File: src/hw/rtl/bfrt_pkg.sv
package bfrt_pkg;

	localparam int LANE_BITS = 8;
	localparam int FRAC_BITS = 16;
	localparam int NUM_W     = 32;
	localparam int QUO_W     = FRAC_BITS + 1;
	localparam int ACC_W     = FRAC_BITS + NUM_W;
	localparam int CHUNK_W   = 7;

	// Per-cycle commands from the sequencer to every lane
	typedef struct packed {
		logic clr;
		logic rd;
		logic load;
		logic step;
		logic wr;
		logic upd;
	} lane_cmd_t;

endpackage

File: src/hw/rtl/bfrt_merge.sv
module bfrt_merge (
	input  logic                                clk,
	input  logic                                arst_n,
	input  logic                                commit,
	input  logic [bfrt_pkg::LANE_BITS-1:0]      lane_rare_r,
	input  logic [bfrt_pkg::LANE_BITS-1:0]      lane_rare_f,
	input  logic [bfrt_pkg::LANE_BITS-1:0]      lane_flip_r,
	input  logic [bfrt_pkg::LANE_BITS-1:0]      lane_flip_f,
	input  logic [bfrt_pkg::CHUNK_W-1:0]        chunk,
	input  logic                                last_in,
	input  logic                                out_ready,
	output logic                                out_valid,
	output logic [bfrt_pkg::CHUNK_W-1:0]        out_chunk,
	output logic [bfrt_pkg::LANE_BITS-1:0]      rare_rise,
	output logic [bfrt_pkg::LANE_BITS-1:0]      rare_fall,
	output logic [bfrt_pkg::LANE_BITS-1:0]      flip_rise,
	output logic [bfrt_pkg::LANE_BITS-1:0]      flip_fall,
	output logic                                frame_has_rare,
	output logic                                last
);

	logic rare_seen_q;
	logic any_rare;

	assign any_rare = |{lane_rare_r, lane_rare_f};

	// Track rare flips across the frame, drop the flag after the last chunk
	always_ff @(posedge clk or negedge arst_n) begin
		if (!arst_n) begin
			rare_seen_q <= 1'b0;
			out_valid   <= 1'b0;
		end else begin
			if (commit) begin
				rare_seen_q <= last_in ? 1'b0 : (rare_seen_q | any_rare);
				out_valid   <= 1'b1;
			end else if (out_ready) begin
				out_valid <= 1'b0;
			end
		end
	end

	// Hold the result payload until the transfer
	always_ff @(posedge clk) begin
		if (commit) begin
			out_chunk      <= chunk;
			rare_rise      <= lane_rare_r;
			rare_fall      <= lane_rare_f;
			flip_rise      <= lane_flip_r;
			flip_fall      <= lane_flip_f;
			frame_has_rare <= last_in && (rare_seen_q || any_rare);
			last           <= last_in;
		end
	end

endmodule
File: config.mk
export PLATFORM = sky130hd
export DESIGN_NAME = bfrt_merge
export DESIGN_NICKNAME = d
export VERILOG_FILES = /design/src/hw/rtl/bfrt_pkg.sv /design/src/hw/rtl/bfrt_merge.sv
export SDC_FILE = /design/constraint.sdc
export NUM_CORES = 1
export LEC_CHECK = 0
export ABC_AREA = 1
export BUFFER_PORTS_ARGS = -buffer_cell sky130_fd_sc_hd__buf_2
export CAP_MARGIN = 25
export CORE_MARGIN = 1.5
export CORE_UTILIZATION = 40
export CTS_BUF_LIST = sky130_fd_sc_hd__clkbuf_16
export CTS_CLUSTER_DIAMETER = 120
export CTS_CLUSTER_SIZE = 24
export DETAILED_ROUTE_END_ITERATION = 10
export GPL_TIMING_DRIVEN = 0
export PLACE_DENSITY = 0.74
export SLEW_MARGIN = 40
export SYNTH_ARGS = -nofsm -noshare
export SYNTH_HDL_FRONTEND = slang
export SYNTH_SLANG_ARGS = --single-unit
export TNS_END_PERCENT = 20
File: constraint.sdc
create_clock -name clk -period 1.4 [get_ports clk]
set_input_delay 0 -clock clk [delete_from_list [all_inputs] [get_ports clk]]
set_output_delay 0 -clock clk [all_outputs]
set_load 0.01 [all_outputs]
# Word-level counts from Yosys, hierarchy flattened
# Index checks and enable logic that the tools add are counted.
dict set report totals {
  word_cells 17
  reg_bits 43
  in_bits 44
}
dict set report classes {
  bitwise 1
  n_mux 3
  reduce_logical 4
}
# operator count
set ops {}
lappend ops {{OR reduction 16 bit} 1}
lappend ops {{2-to-1 mux 1 bit} 3}
lappend ops {{nonzero test 2 bit} 1}
lappend ops {{logical AND 1 bit} 1}
lappend ops {{logical OR 1 bit} 1}
lappend ops {{OR 1 bit} 1}

# Depth between registers and ports, before layout
dict set report depth {
  depth_word 3
  depth_mapped 6
}

# Worst setup path after synthesis
# No wires, ideal clock.
dict set report synth_timing {
  path_type {flip-flop to flip-flop}
  from {register rare_seen_q}
  to {register frame_has_rare (data pin)}
  path_stages_with_launch 7
  setup_slack_ns 0.404
  arrival_ns 0.747
  n_path_buf 0
  required_time_ns 1.151
  setup_time_ns 0.249
  cell_sequence {dfrtp_1 nor2_1 nand2_1 nor2_1 nand3_1 nand2_1 inv_1}
}
dict set report synth_via {
  elab_chain_cells 2
}
# item line_no
set synth_lines {}
lappend synth_lines {{from (decl)} bfrt_merge.sv:22} ;# logic rare_seen_q;
lappend synth_lines {{from (signal assigned)} bfrt_merge.sv:34} ;# rare_seen_q <= last_in ? 1'b0 : (rare_seen_q | any_rare);
lappend synth_lines {{logical OR 1 bit} bfrt_merge.sv:50} ;# frame_has_rare <= last_in && (rare_seen_q || any_rare);
lappend synth_lines {{logical AND 1 bit} bfrt_merge.sv:50}
lappend synth_lines {{to (signal assigned)} bfrt_merge.sv:50}
lappend synth_lines {{to (decl)} bfrt_merge.sv:18} ;# output logic frame_has_rare,
# Every way passes these cells.
# A chain may end at the register's enable or synchronous reset.

# Worst setup path in the final report
dict set report layout_timing {
  from {input lane_rare_r[5] (netlist bit)}
  to {register frame_has_rare (data pin)}
}
dict set report layout_via {
  elab_chain_cells 3
}
# item line_no
set layout_lines {}
lappend layout_lines {{from (decl)} bfrt_merge.sv:5} ;# input logic [bfrt_pkg::LANE_BITS-1:0] lane_rare_r,
lappend layout_lines {{OR reduction 16 bit} bfrt_merge.sv:25} ;# assign any_rare = |{lane_rare_r, lane_rare_f};
lappend layout_lines {{logical OR 1 bit} bfrt_merge.sv:50}
lappend layout_lines {{logical AND 1 bit} bfrt_merge.sv:50}
# Every way passes these cells.

==> summary.txt <==
Status
  – Status: finished, final reports clean

Logic synthesis
  – Synth unique cells: 9
  – Async set or reset register ratio after synthesis: ~4.7%
  – Mean Syn Cell Area: 20.8 sq um
  – Top_reg_cell synth: edfxtp_1
  – Yosys warns: 0
  – Mapped Nets: 110
  – Synth cell count leaders: 41 x edfxtp_1, 9 x nor2_1, 7 x nand2_1
  – Register area share after synthesis: 93.3%
  – Share of the synthesized area in the top cell type: 89.6%
  – Netlist Area Pre-Place: 1370 sq um
  – Ranking of synthesized cells by area: edfxtp_1 90%, dfrtp_1 3.6%, nor2_1 2.5%
  – Count leader, synth: edfxtp_1
  – Cell taking the most area after synthesis: edfxtp_1
  – Synth Instances: 66
  – Synthesis-stage register bit count: 43
  – Number of synthesized flops with an enable pin: slightly above 40

Setup path
  – Cells on worst reg2reg path: 6
  – Worst setup SP type: primary input
  – Critical path peak fanout: 2
  – R2r startpoint: rare_seen_q
  – Critical Path End Type: register
  – Data required, critical path: 1.44 ns
  – RR Endpoint: frame_has_rare
  – R2R setup slack: 0.30 ns
  – Data arrival, critical path: 1.22 ns
  – Crit path kind: primary input to register

Floorplanning
  – Die area: 3800 sq um
  – Cell row count: 21
  – Core Area: approximately 3300 sq um
  – Initial Utilization: 41.5%
  – I/O Pins: 86
  – Chip height: 61.6 microns
  – Die X-Extent: 61.6 microns

Power and ir drop
  – VDD IR-drop max: ~0.64 mV
  – Leakage: 1.06 nW
  – Pwr dens: about 1200 nW/um^2

GRT
  – GR Util All Layers: 18.7%
  – Antenna violations before repair: 0
  – Vias in the first global route: 1083
  – Largest net degree at the start of global routing: 43
  – First-pass GRT wire length: 4.70 mm
  – GRT Residual Overflow: 0

Route
  – DRT iter0 DRCs: 40
  – Vias after detailed routing: ~1100
  – Final wirelength: 3.54 mm
  – Pre-antenna DRT Iters: 4
  – Drt wl/cell: 14.3 microns
  – DRC violations left: 0
  – DRT antenna net count: 0
  – Vias per std cell: 4.45

Placement
  – DPL Wire Length: 1.88 mm
  – Placed cells: 197
  – Post-DP Area: around 1900 sq um
  – GP Congestion: 0.616
  – Port bufs: 85

STA
  – Setup Viol. Count Final: 0
  – Fin. max-slew vios: 0
  – Slew margin rel.: 66.3%
  – Max Clk Rate: 0.846 GHz
  – Slew @ Worst Pin: 0.505 ns
  – Sum Neg Setup Slack: 0 ns
  – Period utilization: 84.5%
  – Final min period: 1.18 ns
  – Clock skew: 0.000342 ns
  – RSZ-0062 raised after global routing: no
  – Final Hold Viols: 0

Cells and area
  – Register area: 1280 sq um
  – Layout overhead on the synthesized area: 76.2%
  – Fill cell count: about 220
  – N_diodes: 0
  – Layout net count: 244
  – Area of the multi-input gates: 81.3 sq um
  – Share of layout cells above drive strength 1: 45.8%
  – Final core utilization: 73.1%
  – Post-route cell area: 2420 sq um
  – Finished Layout Cells: 247

CTS
  – Clock buffer count from CTS: 5
  – Clock Pin Slew Worst Setup and Hold Paths: 0.06 ns
  – Clk_lat worst skew: between 0.2 and 0.3 ns
  – Post-CTS setup buffers: 0
  – Root Driver: clkbuf_16
  – CTS tree: yes
  – Post-CTS sizing: 0
  – Clock Sinks: 43
  – CTS Buffer Depth: 2
  – CTS H-tree lvls: 2
  – Hold buffer count at cts: 42

Min path
  – Hold Path Class: primary input to async pin

Run
  – Total of max-cap violations: 0
## stage by stage
stage	setup slack (ns)	total power, mW	hold slack (ns)
after floorplan	0.404	1.64	-0.296
after global placement	0.299	1.81	-0.215
after detailed placement	0.243	1.82	-0.210
after CTS	0.219	2.99	0.0400
after global routing	0.107	3.08	0.0389
final	0.217	2.97	0.0414
## how the worst max path moves through the flow
stage                           endpoint  slack (ns)           start  depth (start not counted)
after global placement       rare_seen_q        0.30          commit                          5
after floorplan           frame_has_rare        0.40     rare_seen_q                          6
after detailed placement     rare_seen_q        0.24          commit                          5
after CTS                 frame_has_rare        0.22  lane_rare_r[5]                          7
final                     frame_has_rare        0.22  lane_rare_r[5]                          7
after global routing      frame_has_rare        0.11  lane_rare_r[5]                          7
## sequential cells by signal (all words and copies together) (netlist names)
signal,flops
flip_fall,8
flip_rise,8
frame_has_rare,1
last,1
out_chunk,7
out_valid,1
rare_fall,8
rare_rise,8
rare_seen_q,1
## where the power goes
group | leakage, nW | total (mW) | switching (mW) | internal, mW
sequential | 0.424 | 1.55 | 0.0288 | 1.52
combinational | 0.562 | 0.344 | 0.157 | 0.187
clock | 0.0710 | 1.08 | 0.429 | 0.649
## area by class of cell
class,instances,area share [%]
Clock buffer,5,5.17
Sequential cell,43,52.9
Multi-Input combinational cell,20,3.36
Tap cell,46,2.38
Timing Repair Buffer,127,35.0
Inverter,3,0.465
Clock inverter,3,0.672
## critical path, stage by stage
cell,delay (ns)
dlygate4sd3_1,0.52
buf_2,0.12
or2_0,0.21
nor2_1,0.14
nand3_1,0.11
nand2_1,0.07
inv_1,0.04
## cells by family (layout without fill, tap and decap cells)
logic type,after synthesis,after routing,synth area share [%]
AOI/OAI and AO/OA,1,1,0.364
and+or+nand+nor,19,19,5.56
DFF,43,43,93.3
buffers and inverters,3,138,0.820
## routing by layer
| metal | wire [microns] | track usage (%) | part of all wire, % | up-vias |
|---|---|---|---|---|
| li1 | - | - | - | 510 |
| met1 | 1260 | 17.1 | 36 | 511 |
| met2 | 1860 | 34.9 | 52 | 67 |
| met3 | 326 | 6.30 | 9.2 | 10 |
| met4 | 91 | 11.2 | 2.6 | 0 |
| met5 | 0 | 0 | 0 | - |
## layout by cell type, fill, tap and decap left out, types with 2 or more instances in the layout
cell           count
buf_2             84
edfxtp_1          41
dfrtp_1            2
nor2_1             9
nand2_1            7
inv_1              4
clkbuf_16          5
dlygate4sd3_1     42
Note: power is estimated with default switching activity, not from simulation.
